### config.mk
export PLATFORM = sky130hd
export DESIGN_NAME = multi_stepper_pulse_generator
export DESIGN_NICKNAME = d
export VERILOG_FILES = /design/src/rtl/msp_pkg.sv /design/src/rtl/multi_stepper_pulse_generator.sv /design/src/rtl/msp_apb.sv /design/src/rtl/msp_ctrl.sv /design/src/rtl/msp_dp.sv
export SDC_FILE = /design/constraint.sdc
export NUM_CORES = 1
export LEC_CHECK = 0
export CORE_ASPECT_RATIO = 0.6
export CORE_UTILIZATION = 60
export CTS_BUF_LIST = sky130_fd_sc_hd__clkbuf_8 sky130_fd_sc_hd__clkbuf_16
export CTS_CLUSTER_SIZE = 40
export DETAILED_ROUTE_END_ITERATION = 10
export DONT_BUFFER_PORTS = 1
export PLACE_DENSITY = 0.76
export SYNTH_ARGS = -nofsm -noshare
export SYNTH_HDL_FRONTEND = slang
export SYNTH_SLANG_ARGS = --single-unit
### constraint.sdc
create_clock -name i_clk -period 11.5 [get_ports i_clk]
set_input_delay 2.3 -clock i_clk [delete_from_list [all_inputs] [get_ports i_clk]]
set_output_delay 2.3 -clock i_clk [all_outputs]
set_load 0.01 [all_outputs]
### src/rtl/msp_pkg.sv
// ----------------------------------------------------------------------------
// msp_pkg
// Shared types, constants and helpers for the multi-motor step-rate generator.
// ----------------------------------------------------------------------------
package msp_pkg;

    // motor count and mask width shown on the result
    localparam int MOTORS = 2;
    localparam int MASK_W = (MOTORS > 2) ? MOTORS : 2;

    // period formula: 2000000 / 1024 = 15625 / 8
    localparam int NUM_W      = 30;
    localparam int DEN_W      = 20;
    localparam int DIV_STEPS  = NUM_W;
    localparam logic [13:0] NUM_SCALE = 14'd15625;

    // period limits and activation threshold
    localparam logic [15:0] PER_MIN   = 16'd99;
    localparam logic [15:0] PER_MAX   = 16'd65000;
    localparam logic [12:0] SPEED_MIN = 13'd10;

    // register indexes (word address)
    localparam logic [1:0] REG_MICROSTEP_DIV = 2'd0;
    localparam logic [1:0] REG_MAX_SPEED     = 2'd1;
    localparam logic [1:0] REG_DEG_PER_STEP  = 2'd2;
    localparam logic [1:0] REG_TICK_AMOUNT   = 2'd3;

    // configuration register set
    typedef struct packed {
        logic [4:0]  microstep_div;
        logic [11:0] speed_limit;
        logic [15:0] deg_per_step_q10;
        logic [15:0] tick_amount;
    } t_cfg;

    // controller to datapath commands
    typedef struct packed {
        logic load;
        logic prep;
        logic div_step;
        logic commit;
    } t_cmd;

    // datapath to controller status
    typedef struct packed {
        logic is_speed;
        logic out_free;
    } t_sts;

    // microstep select pins MS3..MS1 from the divider
    function automatic logic [2:0] mode_pins_of(input logic [4:0] div);
        logic [2:0] pins;
        unique case (div)
            5'd2:    pins = 3'b001;
            5'd4:    pins = 3'b010;
            5'd8:    pins = 3'b011;
            5'd16:   pins = 3'b111;
            default: pins = 3'b000;
        endcase
        return pins;
    endfunction

endpackage

### src/rtl/multi_stepper_pulse_generator.sv
// A timer tick goes from acceptance through the prep and done states to the
// result register; a speed command also runs the 30-step restoring period
// divider between them. A new transaction is accepted only in idle, after
// commit; the divider, one quotient bit per cycle, sets the command rate.
// Reset (synchronous, active low) clears motor state and the result valid flag
// and loads register defaults; the block accepts the first cycle after reset.
// ----------------------------------------------------------------------------
// multi_stepper_pulse_generator
// Step and direction generator for several stepper motors, driven by speed
// command and timer tick transactions, with an APB configuration port.
// ----------------------------------------------------------------------------
module multi_stepper_pulse_generator (
    input  logic               i_clk,
    input  logic               i_rst_n,
    // configuration port
    input  logic               psel,
    input  logic               penable,
    input  logic               pwrite,
    input  logic [3:0]         paddr,
    input  logic [31:0]        pwdata,
    output logic [31:0]        prdata,
    output logic               pready,
    // input channel
    input  logic               i_in_valid,
    output logic               o_in_stall,
    input  logic               i_req_type,
    input  logic               i_motor_index,
    input  logic signed [12:0] i_speed,
    // result channel
    output logic               o_out_valid,
    input  logic               i_out_stall,
    output logic [1:0]         o_step_mask,
    output logic [1:0]         o_dir_mask,
    output logic [15:0]        o_period_set,
    output logic [2:0]         o_mode_pins
);
    import msp_pkg::*;

    t_cfg cfg;
    t_cmd cmd;
    t_sts sts;

    // configuration registers
    msp_apb u_apb (
        .i_clk   (i_clk),
        .i_rst_n (i_rst_n),
        .psel    (psel),
        .penable (penable),
        .pwrite  (pwrite),
        .paddr   (paddr),
        .pwdata  (pwdata),
        .prdata  (prdata),
        .pready  (pready),
        .o_cfg   (cfg)
    );

    // sequencer
    msp_ctrl u_ctrl (
        .i_clk      (i_clk),
        .i_rst_n    (i_rst_n),
        .i_in_valid (i_in_valid),
        .o_in_stall (o_in_stall),
        .i_sts      (sts),
        .o_cmd      (cmd)
    );

    // datapath
    msp_dp u_dp (
        .i_clk         (i_clk),
        .i_rst_n       (i_rst_n),
        .i_cfg         (cfg),
        .i_cmd         (cmd),
        .o_sts         (sts),
        .i_req_type    (i_req_type),
        .i_motor_index (i_motor_index),
        .i_speed       (i_speed),
        .o_out_valid   (o_out_valid),
        .i_out_stall   (i_out_stall),
        .o_step_mask   (o_step_mask),
        .o_dir_mask    (o_dir_mask),
        .o_period_set  (o_period_set),
        .o_mode_pins   (o_mode_pins)
    );

endmodule

### src/rtl/msp_apb.sv
// ----------------------------------------------------------------------------
// msp_apb
// Configuration register file behind a simple APB slave port.
// ----------------------------------------------------------------------------
module msp_apb (
    input  logic            i_clk,
    input  logic            i_rst_n,
    input  logic            psel,
    input  logic            penable,
    input  logic            pwrite,
    input  logic [3:0]      paddr,
    input  logic [31:0]     pwdata,
    output logic [31:0]     prdata,
    output logic            pready,
    output msp_pkg::t_cfg   o_cfg
);
    import msp_pkg::*;

    t_cfg       r_cfg;
    logic       wr_en;
    logic [1:0] reg_idx;

    assign pready  = 1'b1;
    assign reg_idx = paddr[3:2];
    assign wr_en   = psel & penable & pwrite & pready;
    assign o_cfg   = r_cfg;

    // register writes
    always_ff @(posedge i_clk) begin
        if (!i_rst_n) begin
            r_cfg.microstep_div    <= 5'd1;
            r_cfg.speed_limit      <= 12'd1000;
            r_cfg.deg_per_step_q10 <= 16'd1843;
            r_cfg.tick_amount      <= 16'd99;
        end else if (wr_en) begin
            unique case (reg_idx)
                REG_MICROSTEP_DIV: r_cfg.microstep_div    <= pwdata[4:0];
                REG_MAX_SPEED:     r_cfg.speed_limit      <= pwdata[11:0];
                REG_DEG_PER_STEP:  r_cfg.deg_per_step_q10 <= pwdata[15:0];
                REG_TICK_AMOUNT:   r_cfg.tick_amount      <= pwdata[15:0];
                default: ;
            endcase
        end
    end

    // read mux
    always_comb begin
        unique case (reg_idx)
            REG_MICROSTEP_DIV: prdata = {27'd0, r_cfg.microstep_div};
            REG_MAX_SPEED:     prdata = {20'd0, r_cfg.speed_limit};
            REG_DEG_PER_STEP:  prdata = {16'd0, r_cfg.deg_per_step_q10};
            REG_TICK_AMOUNT:   prdata = {16'd0, r_cfg.tick_amount};
            default:           prdata = 32'd0;
        endcase
    end

endmodule

### src/rtl/msp_ctrl.sv
// ----------------------------------------------------------------------------
// msp_ctrl
// Sequencer: accepts a transaction, runs the period divider, commits result.
// ----------------------------------------------------------------------------
module msp_ctrl (
    input  logic          i_clk,
    input  logic          i_rst_n,
    input  logic          i_in_valid,
    output logic          o_in_stall,
    input  msp_pkg::t_sts i_sts,
    output msp_pkg::t_cmd o_cmd
);
    import msp_pkg::*;

    localparam logic [1:0] ST_IDLE = 2'd0;
    localparam logic [1:0] ST_PREP = 2'd1;
    localparam logic [1:0] ST_DIV  = 2'd2;
    localparam logic [1:0] ST_DONE = 2'd3;
    localparam int CNT_W = $clog2(DIV_STEPS);

    logic [1:0]       r_state, n_state;
    logic [CNT_W-1:0] r_cnt, n_cnt;
    logic             accept;

    assign o_in_stall = (r_state != ST_IDLE);
    assign accept     = i_in_valid & ~o_in_stall;

    // commands
    always_comb begin
        o_cmd.load     = accept;
        o_cmd.prep     = (r_state == ST_PREP);
        o_cmd.div_step = (r_state == ST_DIV);
        o_cmd.commit   = (r_state == ST_DONE) && i_sts.out_free;
    end

    // next state
    always_comb begin
        n_state = r_state;
        n_cnt   = r_cnt;
        unique case (r_state)
            ST_IDLE: begin
                if (accept) n_state = ST_PREP;
            end
            ST_PREP: begin
                n_cnt   = '0;
                n_state = i_sts.is_speed ? ST_DIV : ST_DONE;
            end
            ST_DIV: begin
                n_cnt = r_cnt + 1'b1;
                if (r_cnt == CNT_W'(DIV_STEPS - 1)) n_state = ST_DONE;
            end
            ST_DONE: begin
                if (i_sts.out_free) n_state = ST_IDLE;
            end
            default: n_state = ST_IDLE;
        endcase
    end

    // state registers
    always_ff @(posedge i_clk) begin
        if (!i_rst_n) begin
            r_state <= ST_IDLE;
            r_cnt   <= '0;
        end else begin
            r_state <= n_state;
            r_cnt   <= n_cnt;
        end
    end

    // accepted transaction always goes through the prep cycle
    a_accept_prep: assert property (@(posedge i_clk) disable iff (!i_rst_n)
        accept |=> (r_state == ST_PREP))
        else $error("accepted transaction did not enter prep");

    // a tick skips the divider
    a_tick_skip: assert property (@(posedge i_clk) disable iff (!i_rst_n)
        (r_state == ST_PREP && !i_sts.is_speed) |=> (r_state == ST_DONE))
        else $error("tick entered the divider");

    // divider leaves only after its last step
    a_div_len: assert property (@(posedge i_clk) disable iff (!i_rst_n)
        (r_state == ST_DIV && r_cnt != CNT_W'(DIV_STEPS - 1)) |=> (r_state == ST_DIV))
        else $error("divider left early");

endmodule

### src/rtl/msp_dp.sv
// ----------------------------------------------------------------------------
// msp_dp
// Datapath: motor state, period divider, tick update and result register.
// ----------------------------------------------------------------------------
module msp_dp (
    input  logic               i_clk,
    input  logic               i_rst_n,
    input  msp_pkg::t_cfg      i_cfg,
    input  msp_pkg::t_cmd      i_cmd,
    output msp_pkg::t_sts      o_sts,
    input  logic               i_req_type,
    input  logic               i_motor_index,
    input  logic signed [12:0] i_speed,
    output logic               o_out_valid,
    input  logic               i_out_stall,
    output logic [1:0]         o_step_mask,
    output logic [1:0]         o_dir_mask,
    output logic [15:0]        o_period_set,
    output logic [2:0]         o_mode_pins
);
    import msp_pkg::*;

    // latched transaction
    logic              r_req;
    logic              r_idx;
    logic signed [12:0] r_speed;

    // divider
    logic [NUM_W-1:0]  r_num;
    logic [DEN_W-1:0]  r_den;
    logic [DEN_W-1:0]  r_rem;
    logic              r_new_active;
    logic              r_new_dir;

    // motor state
    logic [15:0]       r_period [MOTORS];
    logic [15:0]       r_count  [MOTORS];
    logic [MOTORS-1:0] r_active;
    logic [MOTORS-1:0] r_want;
    logic [MOTORS-1:0] r_latch;
    logic [15:0]       n_period [MOTORS];
    logic [15:0]       n_count  [MOTORS];
    logic [MOTORS-1:0] n_active;
    logic [MOTORS-1:0] n_want;
    logic [MOTORS-1:0] n_latch;
    logic [MOTORS-1:0] step_bits;

    // result register
    logic              r_out_valid;
    logic [1:0]        r_step_mask;
    logic [1:0]        r_dir_mask;
    logic [15:0]       r_period_out;
    logic [2:0]        r_mode_pins;

    // prep signals
    logic [12:0]       spd_u;
    logic              neg;
    logic [12:0]       mag13;
    logic              too_slow;
    logic [11:0]       mag;
    logic [16:0]       prod;

    // divider step signals
    logic [DEN_W:0]    rem_sh;
    logic              q_bit;

    logic [15:0]       per;
    logic [15:0]       tick_cnt [MOTORS];
    logic [MASK_W-1:0] step_ext;
    logic [MASK_W-1:0] dir_ext;

    assign o_sts.is_speed = r_req;
    assign o_sts.out_free = ~r_out_valid | ~i_out_stall;

    // speed magnitude, activation and clamp
    always_comb begin
        spd_u    = r_speed;
        neg      = spd_u[12];
        mag13    = neg ? (13'd0 - spd_u) : spd_u;
        too_slow = (mag13 < SPEED_MIN);
        if (too_slow) begin
            mag = 12'd1;
        end else if (mag13 > {1'b0, i_cfg.speed_limit}) begin
            mag = i_cfg.speed_limit;
        end else begin
            mag = mag13[11:0];
        end
        prod = 17'(mag) * 17'(i_cfg.microstep_div);
    end

    // restoring divider step, quotient shifts into the numerator register
    assign rem_sh = {r_rem, r_num[NUM_W-1]};
    assign q_bit  = (rem_sh >= {1'b0, r_den});

    // clamp quotient, a zero divisor yields all ones and lands on the top
    always_comb begin
        if (r_num < NUM_W'(PER_MIN)) begin
            per = PER_MIN;
        end else if (r_num > NUM_W'(PER_MAX)) begin
            per = PER_MAX;
        end else begin
            per = r_num[15:0];
        end
    end

    always_ff @(posedge i_clk) begin
        if (i_cmd.load) begin
            r_idx   <= i_motor_index;
            r_speed <= i_speed;
        end
        if (i_cmd.prep) begin
            r_num        <= NUM_W'(NUM_SCALE) * NUM_W'(i_cfg.deg_per_step_q10);
            r_den        <= {prod, 3'b000};
            r_rem        <= '0;
            r_new_active <= ~too_slow;
            r_new_dir    <= ~neg;
        end else if (i_cmd.div_step) begin
            r_rem <= q_bit ? DEN_W'(rem_sh - {1'b0, r_den}) : rem_sh[DEN_W-1:0];
            r_num <= {r_num[NUM_W-2:0], q_bit};
        end
    end

    // request type steers the controller
    always_ff @(posedge i_clk) begin
        if (!i_rst_n) begin
            r_req <= 1'b0;
        end else if (i_cmd.load) begin
            r_req <= i_req_type;
        end
    end

    // next motor state for tick or speed command
    always_comb begin
        step_bits = '0;
        for (int m = 0; m < MOTORS; m++) begin
            n_period[m] = r_period[m];
            n_count[m]  = r_count[m];
            n_active[m] = r_active[m];
            n_want[m]   = r_want[m];
            n_latch[m]  = r_latch[m];
            tick_cnt[m] = r_count[m] - i_cfg.tick_amount;
            if (r_req) begin
                if (int'(r_idx) == m) begin
                    n_active[m] = r_new_active;
                    if (r_new_active) n_want[m] = r_new_dir;
                    n_period[m] = per;
                    if (r_count[m] == 16'd0) n_count[m] = per;
                end
            end else begin
                n_count[m] = tick_cnt[m];
                if (tick_cnt[m] < i_cfg.tick_amount) begin
                    n_count[m] = r_period[m];
                    if (r_active[m]) begin
                        step_bits[m] = 1'b1;
                        n_latch[m]   = r_want[m];
                    end
                end
            end
        end
        step_ext = MASK_W'(step_bits);
        dir_ext  = MASK_W'(n_latch);
    end

    // motor state registers
    always_ff @(posedge i_clk) begin
        if (!i_rst_n) begin
            for (int m = 0; m < MOTORS; m++) begin
                r_period[m] <= '0;
                r_count[m]  <= '0;
            end
            r_active <= '0;
            r_want   <= '0;
            r_latch  <= '0;
        end else if (i_cmd.commit) begin
            r_period <= n_period;
            r_count  <= n_count;
            r_active <= n_active;
            r_want   <= n_want;
            r_latch  <= n_latch;
        end
    end

    // result register valid
    always_ff @(posedge i_clk) begin
        if (!i_rst_n) begin
            r_out_valid <= 1'b0;
        end else if (i_cmd.commit) begin
            r_out_valid <= 1'b1;
        end else if (!i_out_stall) begin
            r_out_valid <= 1'b0;
        end
    end

    // result payload
    always_ff @(posedge i_clk) begin
        if (i_cmd.commit) begin
            r_step_mask  <= step_ext[1:0];
            r_dir_mask   <= dir_ext[1:0];
            r_period_out <= r_req ? per : 16'd0;
            r_mode_pins  <= mode_pins_of(i_cfg.microstep_div);
        end
    end

    assign o_out_valid  = r_out_valid;
    assign o_step_mask  = r_step_mask;
    assign o_dir_mask   = r_dir_mask;
    assign o_period_set = r_period_out;
    assign o_mode_pins  = r_mode_pins;

    // a speed command result always carries a clamped period
    a_period_range: assert property (@(posedge i_clk) disable iff (!i_rst_n)
        (i_cmd.commit && r_req) |=> (r_period_out >= PER_MIN && r_period_out <= PER_MAX))
        else $error("speed command period out of range");

    // ticks never report a period
    a_tick_fields: assert property (@(posedge i_clk) disable iff (!i_rst_n)
        (i_cmd.commit && !r_req) |=> (r_period_out == 16'd0))
        else $error("tick reported a period");

    // commit never overwrites an unread result
    a_no_overwrite: assert property (@(posedge i_clk) disable iff (!i_rst_n)
        i_cmd.commit |-> (!r_out_valid || !i_out_stall))
        else $error("result overwritten while stalled");

endmodule

* After elaboration in Yosys (flattened, before gate mapping) *
Cells that the tools add are included.

operators by class
  $add $sub $neg = 5
  multiply operators = 2
  order comparisons = 7
  eq/ne operators = 19
  mux-type cells = 34
  bitwise logic cells = 12
  reductions and logical operators = 20

operator list
  cell                    number
  $mux 16                 10
  $pmux 32 s4             1
  $mux 30                 2
  $logic_not 16->1        2
  $lt 16x16->1            2
  $sub 16x16->16          2
  $gt 30x16->1 const B    1
  $lt 30x7->1 const B     1
  $mul 14x16->30 const A  1
  $mux 12                 2
  $ge 21x20->1            1
  $mux 20                 1
  $sub 20x20->20          1
  $mul 12x5->17           1
  $reduce_and 3->1        5
  $gt 13x12->1            1
  $lt 13x4->1 const B     1
  $mux 13                 1
  $sub 1x13->13 const A   1
  $pmux 3 s4              1
  $mux 1                  11
  $eq 5x5->1 const B      2
  $pmux 5 s2              1
  $eq 2x2->1 const B      4
  other kinds (18)        43

storage, ports and cells
  flip-flop bits (word level) = 234
  input bits = 58
  output and inout bits = 58
  word-level logic and storage cells = 128

* Longest topological paths before layout *
  depth in word-level cells = 6
  gate-level depth with buffers = 30
  depth with buffers taken out = 29

* Cells and area by module *
Synthesis repeated with hierarchy kept, for this count alone.

second synthesis, totals
  cells, all modules = 2082
  area, all modules = 19548.7 um2

by module, submodules not included
  module    times used  cells each  area each (um2)  seq. area each (um2)
  msp_dp    1           1781        16648.5          4424.2
  msp_apb   1           250         2461.1           980.9
  msp_ctrl  1           51          439.2            140.1

* Worst setup path after synthesis *
OpenSTA, ideal clock, no wires.

  path type = register to register
  start point = register u_dp.r_speed[0]
  end point = register u_dp.r_den[19] (data pin)
  library setup time = 0.262 ns
  arrival = 6.281 ns
  required time = 11.238 ns
  path slack = 4.957 ns
  stages on the path, launching flop included = 29
  buffers on the path = 1
  clock period less this slack = 6.543 ns
  cells stage by stage = edfxtp_1 -> inv_1 -> ha_1 -> nand2b_1 -> o41ai_1 -> xnor2_1 -> ha_1 -> a21o_1 -> a21o_1 -> a21oi_1 -> o21ai_0 -> a211o_1 -> a21oi_1 -> buf_2 -> mux2i_1 -> or2_2 -> fa_1 -> fa_1 -> fa_1 -> inv_1 -> ha_1 -> a21o_1 -> a21oi_1 -> o21ai_0 -> a31oi_1 -> a21oi_1 -> a21o_1 -> a21oi_1 -> xor2_1

between the ends
  cells in the longest elaborated chain, start to end = 6
  elaborated cells between the ends (all ways) = 7
  those cells by class = add/sub (1); mul (1); order compare (2); mux (3)

ends and longest elaborated chain
  element                   RTL line       RTL
  start: declaration        msp_dp.sv:26   logic signed [12:0] r_speed;
  start signal: assignment  msp_dp.sv:109  r_speed <= i_speed;
  $sub 1x13->13             msp_dp.sv:79   mag13 = neg ? (13'd0 - spd_u) : spd_u;
  $mux 13 (*)               msp_dp.sv:79
  $gt 13x12->1              msp_dp.sv:83   end else if (mag13 > {1'b0, i_cfg.speed_limit}) begin
  $mux 12                   msp_dp.sv:83
  $mux 12 (*)               msp_dp.sv:81   if (too_slow) begin
  $mul 12x5->17 (*)         msp_dp.sv:88   prod = 17'(mag) * 17'(i_cfg.microstep_div);
  via u_dp.prod[16]         msp_dp.sv:61   logic [16:0] prod;
  end signal: assignment    msp_dp.sv:113  r_den <= {prod, 3'b000};
  end: declaration          msp_dp.sv:30   logic [DEN_W-1:0] r_den;

The timed path passes the listed nets; every way through them passes the cells marked *.
A chain may end at the register's enable or synchronous reset.

* Worst setup path in the final report *
Ends and elaborated chain as after synthesis.

==> impl_results.md <==
- Clk Tree Root Cell: clkbuf_16
- Antenna cells: 0
- Cell with the most instances after synthesis: ha_1
- Status: completed
- Slew at the pin closest to its max-slew limit: 1.26 ns
- Leakage: 9.14 nW
- CP Data Arrival Time: 7.94 ns
- Clk_skew: 0.0260 ns
- I/O Buffers: 0
- CTS max path bufs: 3
- CP Max Fanout: 8
- GR Util met1: 50.3%
- Initial Utilization: 61.0%
- Synth Register Bits: 234
- Synthesized instance count: 2045
- Crit path largest cell delay: 0.55 ns
- Vias in the first global route: 14100
- Unique cell type count in the Yosys netlist: 81
- Nets: 2376
- Endpoint type of the worst setup path: register
- GR Overflow Total: 0
- Hold path cells: 2
- DR vias: 15400
- Layout cells sized above 1: 5.79%
- Unrepaired setup endpoints after global routing: false
- Gr busiest metal: met1
- Hold endpoint: u_dp.r_period[20]
- Fin area: 20100 µm²
- Final Hold Fails: 0
- Die Height: 140 µm
- CTS Hold Bufs: 0
- Die width: 232 µm
- Slowest-stage cell, CP: fa_1
- Fillers: 2547
- CP Launch Type: register
- Flop2flop setup slack: 3.87 ns
- DRT Wirelength: 51700 µm
- Die area: 32500 µm²
- PD cells: 207 nW/µm²
- Synthesized cell area: 19000 µm²
- Area contributors post-synth: dfxtp_1 16%, ha_1 15%, edfxtp_1 14%
- Area grow syn2layout: 5.52%
- TritonCTS clock tree: built
- Hold path start: u_dp.r_period[20]
- Synth cell count leaders: 229 x ha_1, 210 x nand2_1, 171 x inv_1, 148 x dfxtp_1, 143 x nor2_1
- Vias/cell: 6.31
- Setup repair bufs after CTS: 0
- Final Power: 0.00415 W
- Worst setup path class: register to register
- Total CTS buffers: 24
- TNS Setup: 0 ns
- First-pass GRT wire length: 80000 µm
- Antenna violations before repair: 1
- Yosys warns: 0
- Sequential-to-total area share from yosys stat: 29.1%
- DR pass1 iterations: 6
- Largest delay share family, worst path: compound AO/OA/AOI/OAI gates
- Post-DRT Antenna Nets: 0
- GRT Util Overall: 31.8%
- Slew Viols, Final: 0
- H-tree depth: 1
- Cell row count: 50
- Post-Place Cell Area: 19300 µm²
- Launching point of the worst reg2reg path: u_dp.r_speed[0]
- HPWL after DPL: 40400 µm
- Endpoints failing setup: 0
- WP buf/inv: 3
- Reg2Reg Capture Point: u_dp.r_den[19]
- Top cell type's share of synthesized area: 15.6%
- Worst-Skew Late Latency: 0.56 ns
- Number of flops mapped to enable cells by yosys: 86
- Most used cell, CP: a21oi_1
- Most used DFF post-synth: dfxtp_1
- Number of max-cap violations: 0
- Tmin final: 7.63 ns
- Worst-path clk slew: 0.06 ns
- Drt wl/cell: 21.2 µm
- Mean post-synth cell area: 9.31 µm²
- Gpl congestion: 0.989
- Fin crit share: 66.3%
- Worst IR drop on VDD: 0.164 mV
- Initial DRC count: 1686
- FF-to-FF path depth: 28
- Largest net degree at the start of global routing: 112
- Register area: 5550 µm²
- Worst min-delay path category: register to register
- Fmax: 0.131 GHz
- Grt met2 use: 40.2%
- Multi-input combinational cell area: 12500 µm²
- WP data required: 11.81 ns
- Post-route DRC: 0
- Area leader, netlist: dfxtp_1
- Core Box Area: 31200 µm²
- Post-synth ARST share: 0%
- Slew HR: 15.9%
- Clock Sinks: 234
- I/O Pins: 116
- GRT met3 Usage: 11.5%
- Post_cts resized: 0
-- how the worst max path moves through the flow --
stage | startpoint | to | slack [ns] | cells past startpoint
4_1_cts | u_dp.r_speed[0] | u_dp.r_den[19] | 3.93 | 28
6_report | u_dp.r_speed[0] | u_dp.r_den[19] | 3.87 | 28
3_5_place_dp | u_dp.r_speed[0] | u_dp.r_den[19] | 3.95 | 28
2_1_floorplan | u_dp.r_speed[0] | u_dp.r_den[19] | 4.96 | 28
5_1_grt | u_dp.r_speed[0] | u_dp.r_den[19] | 3.45 | 28
3_3_place_gp | u_dp.r_speed[0] | u_dp.r_den[19] | 4.10 | 28
-- registers in the layout, summed over array words and instances (netlist names), 5 cells and up --
name               count
u_dp.r_num            30
u_dp.r_rem            20
u_dp.r_speed          13
u_dp.r_den            17
u_dp.r_count          32
u_apb.o_cfg           49
u_dp.r_period         32
u_dp.o_period_set     16
u_ctrl.r_cnt           5
-- cell usage in the layout (no fill, tap or decap), types with 26 or more instances in the layout --
master	count
o211a_1	26
nand2_1	210
nand2b_1	26
o211ai_1	27
fa_1	88
a211oi_1	27
edfxtp_1	86
a21boi_0	47
inv_1	181
mux2_2	35
clkbuf_16	28
nand3_1	43
ha_1	228
o21ai_0	72
mux2i_1	54
dfxtp_1	148
a21oi_1	91
nor2b_1	31
xnor2_1	56
xor2_1	29
a21o_1	38
nor2_1	142
nor3_1	27
-- metrics by stage --
stage,worst slack (ns),hold WS [ns],utilization (%),std cells
2_1_floorplan,4.96,0.435,-,2060
3_3_place_gp,4.10,0.448,61.8,2391
3_5_place_dp,3.95,0.458,61.8,2391
4_1_cts,3.93,0.467,64.3,2435
5_1_grt,3.45,0.490,64.3,2435
6_report,3.87,0.463,64.3,2435
-- power by group --
part	total (W)	leakage, nW	internal [W]	switching [W]
Sequential	0.00123	2.01	0.00108	0.000143
Combinational	0.00212	6.70	0.000875	0.00124
Clock	0.000806	0.432	0.000448	0.000358
-- logic make-up after synthesis --
kind of cell,count (synthesis),synth area share (%)
flip-flops,234,29.1
XOR/XNOR,85,3.91
multiplexers,94,5.50
AND/OR/NAND/NOR,587,14.5
adder cells (fa/ha/maj),317,24.3
AO/OA/AOI/OAI,456,16.8
other,2,0.0395
buffers and inverters,270,5.79
-- metal layers --
layer	routed length (µm)	share of wire [%]
met4	950	1.8
met2	19300	37
met1	24600	48
met5	0	0
met3	6840	13
-- worst min-delay path, stage by stage (launching register included) --
cell      delay [ns]
dfxtp_1         0.31
nand2_1         0.04
a21boi_0        0.06
-- final cells by class --
cell class,count,share of cell area (%)
clock inverter,14,0.361
inverter,172,3.22
clock buffer,30,3.63
multi-input combinational,1556,62.1
sequential,234,27.6
timing repair buffer,13,0.486
tap,416,2.59
(Power assumes the default switching activity.)
